`src/hw/rtl/fcc_pkg.sv`:
```
`default_nettype none

package fcc_pkg;

  // Field widths taken from the interface definition.
  localparam int LVL_W      = 12;
  localparam int TOT_W      = 14;
  localparam int DIFF_W     = 14;
  localparam int ANG_W      = 14;
  localparam int PW_W       = 11;
  localparam int AMB_REG_W  = 10;
  localparam int GAIN_W     = 10;
  localparam int DB_W       = 13;
  localparam int CORR_W     = 9;
  localparam int SETTLE_W   = 3;

  // Divider operand widths.
  localparam int NUM_W      = 32;
  localparam int DIVD_W     = 32;
  localparam int DIVS_W     = 19;
  localparam int QUO_W      = 14;

  // Configuration port.
  localparam int CFG_IDX_W  = 3;
  localparam int CFG_DATA_W = 13;

  // Behavioural constants.
  localparam int SAMPLES_PER_READ = 3;
  localparam int SETTLE_TICKS     = 3;
  localparam int ANGLE_MAX        = 6554;
  localparam logic [PW_W-1:0] NEUTRAL_US = 11'd1500;

  // Register reset values.
  localparam logic [GAIN_W-1:0] GAIN_RST  = 10'd128;
  localparam logic [DB_W-1:0]   DB_RST    = 13'd384;
  localparam logic [CORR_W-1:0] MIN_RST   = 9'd67;
  localparam logic [CORR_W-1:0] LIMIT_RST = 9'd350;

  // Register index map.
  typedef enum logic [CFG_IDX_W-1:0] {
    REG_AMB0     = 3'd0,
    REG_AMB1     = 3'd1,
    REG_AMB2     = 3'd2,
    REG_AMB3     = 3'd3,
    REG_GAIN     = 3'd4,
    REG_DEADBAND = 3'd5,
    REG_MIN_OUT  = 3'd6,
    REG_LIMIT    = 3'd7
  } cfg_reg_t;

  // Current register contents.
  typedef struct packed {
    logic [3:0][AMB_REG_W-1:0] ambient;
    logic [GAIN_W-1:0]         gain;
    logic [DB_W-1:0]           deadband;
    logic [CORR_W-1:0]         min_out;
    logic [CORR_W-1:0]         limit;
  } cfg_t;

  // Divider request and response.
  typedef struct packed {
    logic              start;
    logic [DIVD_W-1:0] dividend;
    logic [DIVS_W-1:0] divisor;
  } div_req_t;

  typedef struct packed {
    logic             done;
    logic [QUO_W-1:0] quotient;
  } div_rsp_t;

endpackage

`default_nettype wire

```
`src/hw/rtl/fcc_cfg_regs.sv`:
```
`default_nettype none

module fcc_cfg_regs (
  input  wire logic                           clk,
  input  wire logic                           rst_n,
  input  wire logic                           wr_en,
  input  wire logic [fcc_pkg::CFG_IDX_W-1:0]  wr_index,
  input  wire logic [fcc_pkg::CFG_DATA_W-1:0] wr_data,
  output fcc_pkg::cfg_t                       cfg
);
  import fcc_pkg::*;

  cfg_t cfg_r;
  cfg_t cfg_nxt;

  // Decode the register index; each field keeps only its own width.
  always_comb begin
    cfg_nxt = cfg_r;
    if (wr_en) begin
      unique case (cfg_reg_t'(wr_index))
        REG_AMB0:     cfg_nxt.ambient[0] = wr_data[AMB_REG_W-1:0];
        REG_AMB1:     cfg_nxt.ambient[1] = wr_data[AMB_REG_W-1:0];
        REG_AMB2:     cfg_nxt.ambient[2] = wr_data[AMB_REG_W-1:0];
        REG_AMB3:     cfg_nxt.ambient[3] = wr_data[AMB_REG_W-1:0];
        REG_GAIN:     cfg_nxt.gain       = wr_data[GAIN_W-1:0];
        REG_DEADBAND: cfg_nxt.deadband   = wr_data[DB_W-1:0];
        REG_MIN_OUT:  cfg_nxt.min_out    = wr_data[CORR_W-1:0];
        REG_LIMIT:    cfg_nxt.limit      = wr_data[CORR_W-1:0];
        default:      cfg_nxt = cfg_r;
      endcase
    end
  end

  always_ff @(posedge clk) begin
    if (!rst_n) begin
      cfg_r.ambient  <= '0;
      cfg_r.gain     <= GAIN_RST;
      cfg_r.deadband <= DB_RST;
      cfg_r.min_out  <= MIN_RST;
      cfg_r.limit    <= LIMIT_RST;
    end else begin
      cfg_r <= cfg_nxt;
    end
  end

  assign cfg = cfg_r;

endmodule

`default_nettype wire

```
`src/hw/rtl/fcc_divider.sv`:
```
`default_nettype none

module fcc_divider (
  input  wire logic          clk,
  input  wire logic          rst_n,
  input  fcc_pkg::div_req_t  req,
  output fcc_pkg::div_rsp_t  rsp
);
  import fcc_pkg::*;

  localparam int DVS_W = DIVS_W + QUO_W - 1;
  localparam int CNT_W = $clog2(QUO_W);

  logic             busy_r, busy_nxt;
  logic             done_r, done_nxt;
  logic [CNT_W-1:0] cnt_r, cnt_nxt;
  logic [DIVD_W-1:0] rem_r, rem_nxt;
  logic [DVS_W-1:0] dvs_r, dvs_nxt;
  logic [QUO_W-1:0] quo_r, quo_nxt;
  logic             ge;
  logic [DVS_W:0]   rem_ext;

  // One compare and subtract per cycle, most significant quotient bit first.
  assign rem_ext = (DVS_W + 1)'(rem_r);
  assign ge      = rem_ext >= (DVS_W + 1)'(dvs_r);

  always_comb begin
    busy_nxt = busy_r;
    done_nxt = 1'b0;
    cnt_nxt  = cnt_r;
    rem_nxt  = rem_r;
    dvs_nxt  = dvs_r;
    quo_nxt  = quo_r;
    if (req.start) begin
      busy_nxt = 1'b1;
      cnt_nxt  = CNT_W'(QUO_W - 1);
      rem_nxt  = req.dividend;
      dvs_nxt  = DVS_W'(req.divisor) << (QUO_W - 1);
      quo_nxt  = '0;
    end else if (busy_r) begin
      if (ge) begin
        rem_nxt = DIVD_W'(rem_ext - (DVS_W + 1)'(dvs_r));
      end
      quo_nxt = {quo_r[QUO_W-2:0], ge};
      dvs_nxt = dvs_r >> 1;
      cnt_nxt = cnt_r - 1'b1;
      if (cnt_r == '0) begin
        busy_nxt = 1'b0;
        done_nxt = 1'b1;
      end
    end
  end

  always_ff @(posedge clk) begin
    if (!rst_n) begin
      busy_r <= 1'b0;
      done_r <= 1'b0;
    end else begin
      busy_r <= busy_nxt;
      done_r <= done_nxt;
    end
  end

  always_ff @(posedge clk) begin
    cnt_r <= cnt_nxt;
    rem_r <= rem_nxt;
    dvs_r <= dvs_nxt;
    quo_r <= quo_nxt;
  end

  assign rsp.done     = done_r;
  assign rsp.quotient = quo_r;

endmodule

`default_nettype wire

```
`src/hw/rtl/flame_centering_controller_core.sv`:
```
// Channel  | Direction | Handshake                  | Payload
// in_      | input     | in_valid / in_stall        | in_sum_sensor0..3
// out_     | output    | out_valid / out_stall      | out_pulse_width, out_angle_q8,
//          |           |                            | out_flame_absent, out_centred
// cfg_     | input     | cfg_valid / cfg_ready      | cfg_index, cfg_data
//
// out_valid rises in ST_OUT, which follows ST_SUM for a tick with no flame,
// ST_CMUL for a tick that ends centred and ST_CORR otherwise; the bearing
// filter waits in ST_DIVW on the serial divider, one quotient bit per cycle.
// One tick is worked at a time: in_stall is high from the input transfer
// until the result transfer, and out_stall simply holds the result. The next
// input transfer can follow in the cycle after the result transfer.
// Synchronous active-low reset clears state, filter and settle count and
// loads the register defaults; cfg_ready is always high.
`default_nettype none

module flame_centering_controller_core #(
  parameter int SAMPLES_PER_READ = fcc_pkg::SAMPLES_PER_READ
) (
  input  wire logic                           clk,
  input  wire logic                           rst_n,
  input  wire logic                           in_valid,
  output      logic                           in_stall,
  input  wire logic [fcc_pkg::LVL_W-1:0]      in_sum_sensor0,
  input  wire logic [fcc_pkg::LVL_W-1:0]      in_sum_sensor1,
  input  wire logic [fcc_pkg::LVL_W-1:0]      in_sum_sensor2,
  input  wire logic [fcc_pkg::LVL_W-1:0]      in_sum_sensor3,
  output      logic                           out_valid,
  input  wire logic                           out_stall,
  output      logic [fcc_pkg::PW_W-1:0]       out_pulse_width,
  output      logic signed [fcc_pkg::ANG_W-1:0] out_angle_q8,
  output      logic                           out_flame_absent,
  output      logic                           out_centred,
  input  wire logic                           cfg_valid,
  output      logic                           cfg_ready,
  input  wire logic [fcc_pkg::CFG_IDX_W-1:0]  cfg_index,
  input  wire logic [fcc_pkg::CFG_DATA_W-1:0] cfg_data
);
  import fcc_pkg::*;

  localparam int AMB_W   = AMB_REG_W + $clog2(SAMPLES_PER_READ + 1);
  localparam int CMP_W   = (AMB_W > LVL_W) ? AMB_W : LVL_W;
  localparam int MPROD_W = TOT_W + 1 + ANG_W;
  localparam int GPROD_W = GAIN_W + 1 + ANG_W;
  localparam int PABS_W  = GPROD_W - 1;
  localparam int DEN_W   = DIVS_W - 1;
  localparam int LIM_W   = CORR_W + 12;
  localparam logic signed [ANG_W-1:0] ANGLE_LIM = ANG_W'(ANGLE_MAX);

  typedef enum logic [8:0] {
    ST_IDLE = 9'b000000001,
    ST_SUM  = 9'b000000010,
    ST_MUL  = 9'b000000100,
    ST_NUM  = 9'b000001000,
    ST_DIVS = 9'b000010000,
    ST_DIVW = 9'b000100000,
    ST_CMUL = 9'b001000000,
    ST_CORR = 9'b010000000,
    ST_OUT  = 9'b100000000
  } state_t;

  state_t state_r, state_nxt;

  cfg_t     cfg;
  div_req_t div_req;
  div_rsp_t div_rsp;

  logic [3:0][LVL_W-1:0]      lvl_r, lvl_nxt;
  logic [LVL_W-1:0]           in_sum [4];
  logic [CMP_W-1:0]           amb_scaled [4];
  logic [CMP_W-1:0]           sum_ext [4];
  logic [TOT_W-1:0]           total_r, total_nxt;
  logic signed [DIFF_W-1:0]   diff_r, diff_nxt;
  logic signed [MPROD_W-1:0]  mprod_r, mprod_nxt;
  logic signed [NUM_W-1:0]    num_r, num_nxt;
  logic [NUM_W-1:0]           num_mag;
  logic [DEN_W-1:0]           den;
  logic signed [ANG_W-1:0]    filt_r, filt_nxt;
  logic [SETTLE_W-1:0]        settle_r, settle_nxt;
  logic [SETTLE_W-1:0]        settle_inc;
  logic signed [GPROD_W-1:0]  gprod_r, gprod_nxt;
  logic [ANG_W-1:0]           ang_abs;
  logic                       p_neg;
  logic [PABS_W-1:0]          p_abs;
  logic [PABS_W-1:0]          p_clamp;
  logic [PABS_W-1:0]          lim_q12;
  logic [PABS_W-1:0]          min_q12;
  logic [CORR_W-1:0]          corr;
  logic [PW_W-1:0]            pw_r, pw_nxt;
  logic signed [ANG_W-1:0]    ang_out_r, ang_out_nxt;
  logic                       nf_r, nf_nxt;
  logic                       cen_r, cen_nxt;

  fcc_cfg_regs u_cfg (
    .clk      (clk),
    .rst_n    (rst_n),
    .wr_en    (cfg_valid),
    .wr_index (cfg_index),
    .wr_data  (cfg_data),
    .cfg      (cfg)
  );

  fcc_divider u_div (
    .clk   (clk),
    .rst_n (rst_n),
    .req   (div_req),
    .rsp   (div_rsp)
  );

  assign cfg_ready = 1'b1;
  assign in_stall  = (state_r != ST_IDLE);
  assign out_valid = (state_r == ST_OUT);

  assign in_sum[0] = in_sum_sensor0;
  assign in_sum[1] = in_sum_sensor1;
  assign in_sum[2] = in_sum_sensor2;
  assign in_sum[3] = in_sum_sensor3;

  // Ambient subtraction per sensor, clamped at zero.
  always_comb begin
    for (int i = 0; i < 4; i++) begin
      amb_scaled[i] = CMP_W'(cfg.ambient[i]) * CMP_W'(SAMPLES_PER_READ);
      sum_ext[i]    = CMP_W'(in_sum[i]);
      if (sum_ext[i] > amb_scaled[i]) begin
        lvl_nxt[i] = LVL_W'(sum_ext[i] - amb_scaled[i]);
      end else begin
        lvl_nxt[i] = '0;
      end
    end
  end

  // Divider operands: round to nearest as (2|num| + den) / (2 den).
  assign num_mag          = num_r[NUM_W-1] ? NUM_W'(-num_r) : NUM_W'(num_r);
  assign den              = (DEN_W'(total_r) << 3) + (DEN_W'(total_r) << 1);
  assign div_req.start    = (state_r == ST_DIVS);
  assign div_req.dividend = (num_mag << 1) + DIVD_W'(den);
  assign div_req.divisor  = {den, 1'b0};

  // Correction clamp and minimum magnitude, in Q12 microseconds.
  assign ang_abs    = filt_r[ANG_W-1] ? ANG_W'(-filt_r) : ANG_W'(filt_r);
  assign settle_inc = settle_r + 1'b1;
  assign p_neg      = gprod_r[GPROD_W-1];
  assign p_abs      = p_neg ? PABS_W'(-gprod_r) : PABS_W'(gprod_r);
  assign lim_q12    = PABS_W'({cfg.limit, 12'b0});
  assign min_q12    = PABS_W'({cfg.min_out, 12'b0});

  always_comb begin
    p_clamp = (p_abs > lim_q12) ? lim_q12 : p_abs;
    if ((p_clamp != '0) && (p_clamp < min_q12)) begin
      p_clamp = min_q12;
    end
    corr = p_clamp[LIM_W-1:12];
  end

  // Sequencer.
  always_comb begin
    state_nxt   = state_r;
    total_nxt   = total_r;
    diff_nxt    = diff_r;
    mprod_nxt   = mprod_r;
    num_nxt     = num_r;
    filt_nxt    = filt_r;
    settle_nxt  = settle_r;
    gprod_nxt   = gprod_r;
    pw_nxt      = pw_r;
    ang_out_nxt = ang_out_r;
    nf_nxt      = nf_r;
    cen_nxt     = cen_r;
    unique case (state_r)
      ST_IDLE: begin
        if (in_valid) begin
          state_nxt = ST_SUM;
        end
      end
      ST_SUM: begin
        total_nxt = TOT_W'(lvl_r[0]) + TOT_W'(lvl_r[1])
                  + TOT_W'(lvl_r[2]) + TOT_W'(lvl_r[3]);
        diff_nxt  = DIFF_W'((15'(lvl_r[0]) + 15'(lvl_r[1]))
                          - (15'(lvl_r[2]) + 15'(lvl_r[3])));
        if (lvl_r == '0) begin
          filt_nxt    = '0;
          pw_nxt      = NEUTRAL_US;
          ang_out_nxt = '0;
          nf_nxt      = 1'b1;
          cen_nxt     = 1'b0;
          state_nxt   = ST_OUT;
        end else begin
          state_nxt = ST_MUL;
        end
      end
      ST_MUL: begin
        mprod_nxt = $signed({1'b0, total_r}) * filt_r;
        state_nxt = ST_NUM;
      end
      ST_NUM: begin
        num_nxt   = (NUM_W'(diff_r) <<< 15) + (NUM_W'(mprod_r) <<< 2) + NUM_W'(mprod_r);
        state_nxt = ST_DIVS;
      end
      ST_DIVS: begin
        state_nxt = ST_DIVW;
      end
      ST_DIVW: begin
        if (div_rsp.done) begin
          filt_nxt  = num_r[NUM_W-1] ? ANG_W'(-div_rsp.quotient)
                                     : ANG_W'(div_rsp.quotient);
          state_nxt = ST_CMUL;
        end
      end
      ST_CMUL: begin
        gprod_nxt = $signed({1'b0, cfg.gain}) * filt_r;
        state_nxt = ST_CORR;
        if (ang_abs < ANG_W'(cfg.deadband)) begin
          if (settle_inc >= SETTLE_W'(SETTLE_TICKS)) begin
            settle_nxt  = '0;
            pw_nxt      = NEUTRAL_US;
            ang_out_nxt = filt_r;
            nf_nxt      = 1'b0;
            cen_nxt     = 1'b1;
            state_nxt   = ST_OUT;
          end else begin
            settle_nxt = settle_inc;
          end
        end else begin
          settle_nxt = '0;
        end
      end
      ST_CORR: begin
        pw_nxt      = p_neg ? (NEUTRAL_US + PW_W'(corr)) : (NEUTRAL_US - PW_W'(corr));
        ang_out_nxt = filt_r;
        nf_nxt      = 1'b0;
        cen_nxt     = 1'b0;
        state_nxt   = ST_OUT;
      end
      ST_OUT: begin
        if (!out_stall) begin
          state_nxt = ST_IDLE;
        end
      end
      default: state_nxt = ST_IDLE;
    endcase
  end

  // Control state.
  always_ff @(posedge clk) begin
    if (!rst_n) begin
      state_r  <= ST_IDLE;
      filt_r   <= '0;
      settle_r <= '0;
    end else begin
      state_r  <= state_nxt;
      filt_r   <= filt_nxt;
      settle_r <= settle_nxt;
    end
  end

  // Working and result registers; levels load on the input transfer.
  always_ff @(posedge clk) begin
    if ((state_r == ST_IDLE) && in_valid) begin
      lvl_r <= lvl_nxt;
    end
    total_r   <= total_nxt;
    diff_r    <= diff_nxt;
    mprod_r   <= mprod_nxt;
    num_r     <= num_nxt;
    gprod_r   <= gprod_nxt;
    pw_r      <= pw_nxt;
    ang_out_r <= ang_out_nxt;
    nf_r      <= nf_nxt;
    cen_r     <= cen_nxt;
  end

  assign out_pulse_width  = pw_r;
  assign out_angle_q8     = ang_out_r;
  assign out_flame_absent = nf_r;
  assign out_centred      = cen_r;

  // A pending result keeps the input side closed.
  a_busy_while_result: assert property (@(posedge clk) disable iff (!rst_n)
    out_valid |-> in_stall)
    else $error("input open while a result is pending");

  // A result without a flame is neutral with a cleared bearing.
  a_dark_neutral: assert property (@(posedge clk) disable iff (!rst_n)
    (out_valid && out_flame_absent) |->
      (out_angle_q8 == '0) && (out_pulse_width == NEUTRAL_US) && !out_centred)
    else $error("result without flame not neutral");

  // A centred result drives neutral.
  a_centred_neutral: assert property (@(posedge clk) disable iff (!rst_n)
    (out_valid && out_centred) |-> (out_pulse_width == NEUTRAL_US) && !out_flame_absent)
    else $error("centred result not neutral");

  // The filtered bearing stays within its range.
  a_angle_range: assert property (@(posedge clk) disable iff (!rst_n)
    (filt_r <= ANGLE_LIM) && (filt_r >= -ANGLE_LIM))
    else $error("filtered bearing out of range");

  // The settle count restarts before it reaches the settle length.
  a_settle_range: assert property (@(posedge clk) disable iff (!rst_n)
    settle_r < SETTLE_W'(SETTLE_TICKS))
    else $error("settle count overran");

endmodule

`default_nettype wire
```
`config.mk`:
```
export PLATFORM = sky130hd
export DESIGN_NAME = flame_centering_controller_core
export DESIGN_NICKNAME = d
export VERILOG_FILES = /design/src/hw/rtl/fcc_pkg.sv /design/src/hw/rtl/fcc_cfg_regs.sv /design/src/hw/rtl/fcc_divider.sv /design/src/hw/rtl/flame_centering_controller_core.sv
export SDC_FILE = /design/constraint.sdc
export NUM_CORES = 2
export LEC_CHECK = 0
export BUFFER_PORTS_ARGS = -buffer_cell sky130_fd_sc_hd__buf_4
export CAP_MARGIN = 20
export CELL_PAD_IN_SITES_DETAIL_PLACEMENT = 0
export CELL_PAD_IN_SITES_GLOBAL_PLACEMENT = 2
export CORE_UTILIZATION = 30
export DETAILED_ROUTE_END_ITERATION = 7
export PLACE_DENSITY = 0.72
export SLEW_MARGIN = 15
export SYNTH_ARGS = -nofsm -noshare
export SYNTH_HDL_FRONTEND = slang
export SYNTH_SLANG_ARGS = --single-unit
export TNS_END_PERCENT = 10
```
`constraint.sdc`:
```
create_clock -name clk -period 10.92 [get_ports clk]
set_clock_uncertainty 0.05 [all_clocks]
set_input_delay 2.184 -clock clk [delete_from_list [all_inputs] [get_ports clk]]
set_output_delay 2.184 -clock clk [all_outputs]
set_load 0.02 [all_outputs]
```
==> results.toml <==
[status]
status = "complete, no violations"

[yosys]
syn_inst = 4202
synth.most_common_cell = "inv_1"
postSynthAreaPerCell_sq_um = 9.20
synth-seq-cells = 380
yosys.area.top_type = "edfxtp_1"
yosysTopAreaCellShare_pct = 18.6
synth-edff-count = 239
synthFlopType = "edfxtp_1"
async_flop_share_pct = 0
synthesis.area_sq_um = 38700
ys_warn_count = 0
synth_fp_nets = 5039
ys_top_cells_by_area = "edfxtp_1, fa_1, ha_1, dfxtp_1, inv_1"
synth.distinct_cells = 92
seq_area_frac_synth_pct = 25.9
yosys-top-cells-count = "inv_1, nand2_1, ha_1"

[final_layout]
layout-drive-gt1-share_pct = 6.58
final_cell_area_sq_um = 43000
syn_to_final_growth_pct = 11.2
layout.nets = 5098
stdcell_count = 5966

[critical_path]
critPathSlowestCell = "nor3_1"
crit_path_frequent_cell = "ha_1"
critical_path.max_fanout = 12
critPathLaunchType = "flip-flop"
arrival_ns = 8.29
reg2reg_depth = 28
required_ns = 11.26
crit_type = "reg2reg"
crit_start = "gprod_r[1]"
slowest_delay_ns = 0.63
reg2reg_from = "gprod_r[1]"
cp-end-kind = "flip-flop"

[grt]
grt_usage_pct = 16.2
antenna_found_initial = 8
grt_pass1_vias = 29300
grt_max_degree = 90
overflow = 0
grt_pass1_wl_mm = 167

[hold_path]
holdPathStages = 2
hold_path_class = "reg2reg"
worstHoldStart = "u_cfg.cfg[22]"

[detailed_routing]
first_iter_violations = 1582
drc = 0
ant_nets = 0
vias = 28800
drtPass1Iterations = 5
viasPerCell = 4.82
wl_per_cell_microns = 17.6
wirelength_mm = 105

[die]
ios = 99
dieHeight_microns = 361
std_cell_rows = 131
die_area_sq_um = 130000
coreArea_sq_um = 128000
start_util_pct = 30.3
chipWidth_microns = 361

[sta]
period_share_pct = 72.8
hold_viol_final = 0
final_max_slew_viol_count = 0
layout_min_cycle_time_ns = 7.95
rsz0062_at_grt = "false"
tightest_slew_ns = 1.09
max_slew_margin_pct = 27.6
fmax_mhz = 126
tns_ns = 0
setup_viol = 0
holdWs_ns = 0.406

[clock_tree]
path_clk_slew_ns = 0.07
cts_max_path_buffers = 3
ctsResizeCount = 0
tritoncts = "yes"
htree_levels = 2
cts_root_buf = "clkbuf_16"
insertion_delay_ns = 0.65
cts_buffers = 50
clock-sinks = 380
hold_buffers = 0
post_cts_buffers = 0

[placement]
dp.final_hpwl_mm = 81.4
dp.cells = 5870
place_area_sq_um = 41300
gp_congestion = 0.832
port_buffers = 97

[power_and_ir_drop]
peakVddDrop_uv = 107
p_leak_nw = 18.8
p_per_area_nw_per_um2 = 142
finalPower_mw = 6.11

[run]
drv_cap = 0
path summary, 6_finish.rpt:
path | end | slack (ns)
hold reg to reg | u_cfg.cfg[22] | 0.41
hold / removal | u_cfg.cfg[22] | 0.41
setup reg to reg | out_pulse_width[8] | 2.97
setup / recovery | out_pulse_width[8] | 2.97
cell families (layout without fill, tap and decap cells):
kind of cell             count (synthesis)  count (layout)  share of synthesized area (%)
adder cells (fa/ha/maj)                768             768                           31.6
flip-flops                             380             380                           25.9
AO/OA/AOI/OAI                          752             752                           12.1
XOR/XNOR                               271             271                           6.14
multiplexers                            45              45                           1.20
AND/OR/NAND/NOR                       1312            1312                           16.5
other                                    1               2                        0.00970
buffers and inverters                  673             774                           6.59
per-stage QoR:
step,setup slack (ns),util (%)
after detailed placement,3.10,32.4
after global placement,3.21,32.4
after CTS,3.04,33.7
after global routing,2.52,33.7
after floorplan,3.77,-
final,2.97,33.7
registers in the layout (all words and copies together) (netlist names), 14 cells and up:
register / flops
u_div.dvs_r: 32
num_r: 32
u_div.quo_r: 14
gprod_r: 25
out_angle_q8: 14
lvl_r: 48
u_cfg.cfg: 81
filt_r: 14
total_r: 14
u_div.rem_r: 32
diff_r: 14
mprod_r: 29
cells in the final DEF (no fill, tap or decap), types with 21 or more instances in the layout:
cell type	synthesis	layout
a21o_1	69	69
a21oi_1	287	287
a31oi_1	21	21
and2_1	183	183
and3_1	23	23
buf_4	2	146
clkbuf_16	0	50
dfxtp_1	141	140
edfxtp_1	239	239
fa_1	346	346
ha_1	422	422
inv_1	528	528
mux2i_1	35	35
nand2_1	473	473
nand2b_1	44	44
nand3_1	64	64
nand4_1	32	32
nor2_1	258	257
nor2b_1	41	41
nor3_1	71	71
nor4_1	27	26
o21a_1	30	30
o21ai_0	138	138
o21bai_1	38	38
o31ai_1	28	28
or3_1	21	21
xnor2_1	185	185
xor2_1	86	86
cell type report:
type / instances / area (sq um)
antenna: 1 / 2.50
clock buffer: 67 / 1360
clock inverter: 27 / 275
fill: 13300 / 84700
inverter: 532 / 2000
multi-input combinational: 3149 / 26200
sequential: 380 / 10000
tap: 1662 / 2080
timing repair buffer: 148 / 1130
critical path, delay by kind of cell (launching register included):
family | cells | cell delay [ns]
buf+inv | 3 | 0.27
simple gates | 11 | 3.18
xor+xnor | 1 | 0.20
compound gates | 8 | 2.01
flops | 1 | 0.43
fa+ha+maj | 4 | 1.13
mux | 1 | 0.41
power breakdown:
group,internal (mW),total (mW),switching [mW],leakage (nW)
clock network,0.951,1.65,0.701,0.791
logic,1.06,2.51,1.45,14.7
registers,1.80,1.95,0.149,3.31
layer usage:
metal / vias to the layer above / part of all wire, % / global-route usage, %
met3: 93 / 4.6 / 2.72
li1: 14300 / - / -
met2: 454 / 45 / 26.0
met5: - / 0.063 / 0
met1: 13900 / 49 / 22.8
met4: 10 / 1.4 / 2.94
Note: power is estimated with default switching activity, not from simulation.
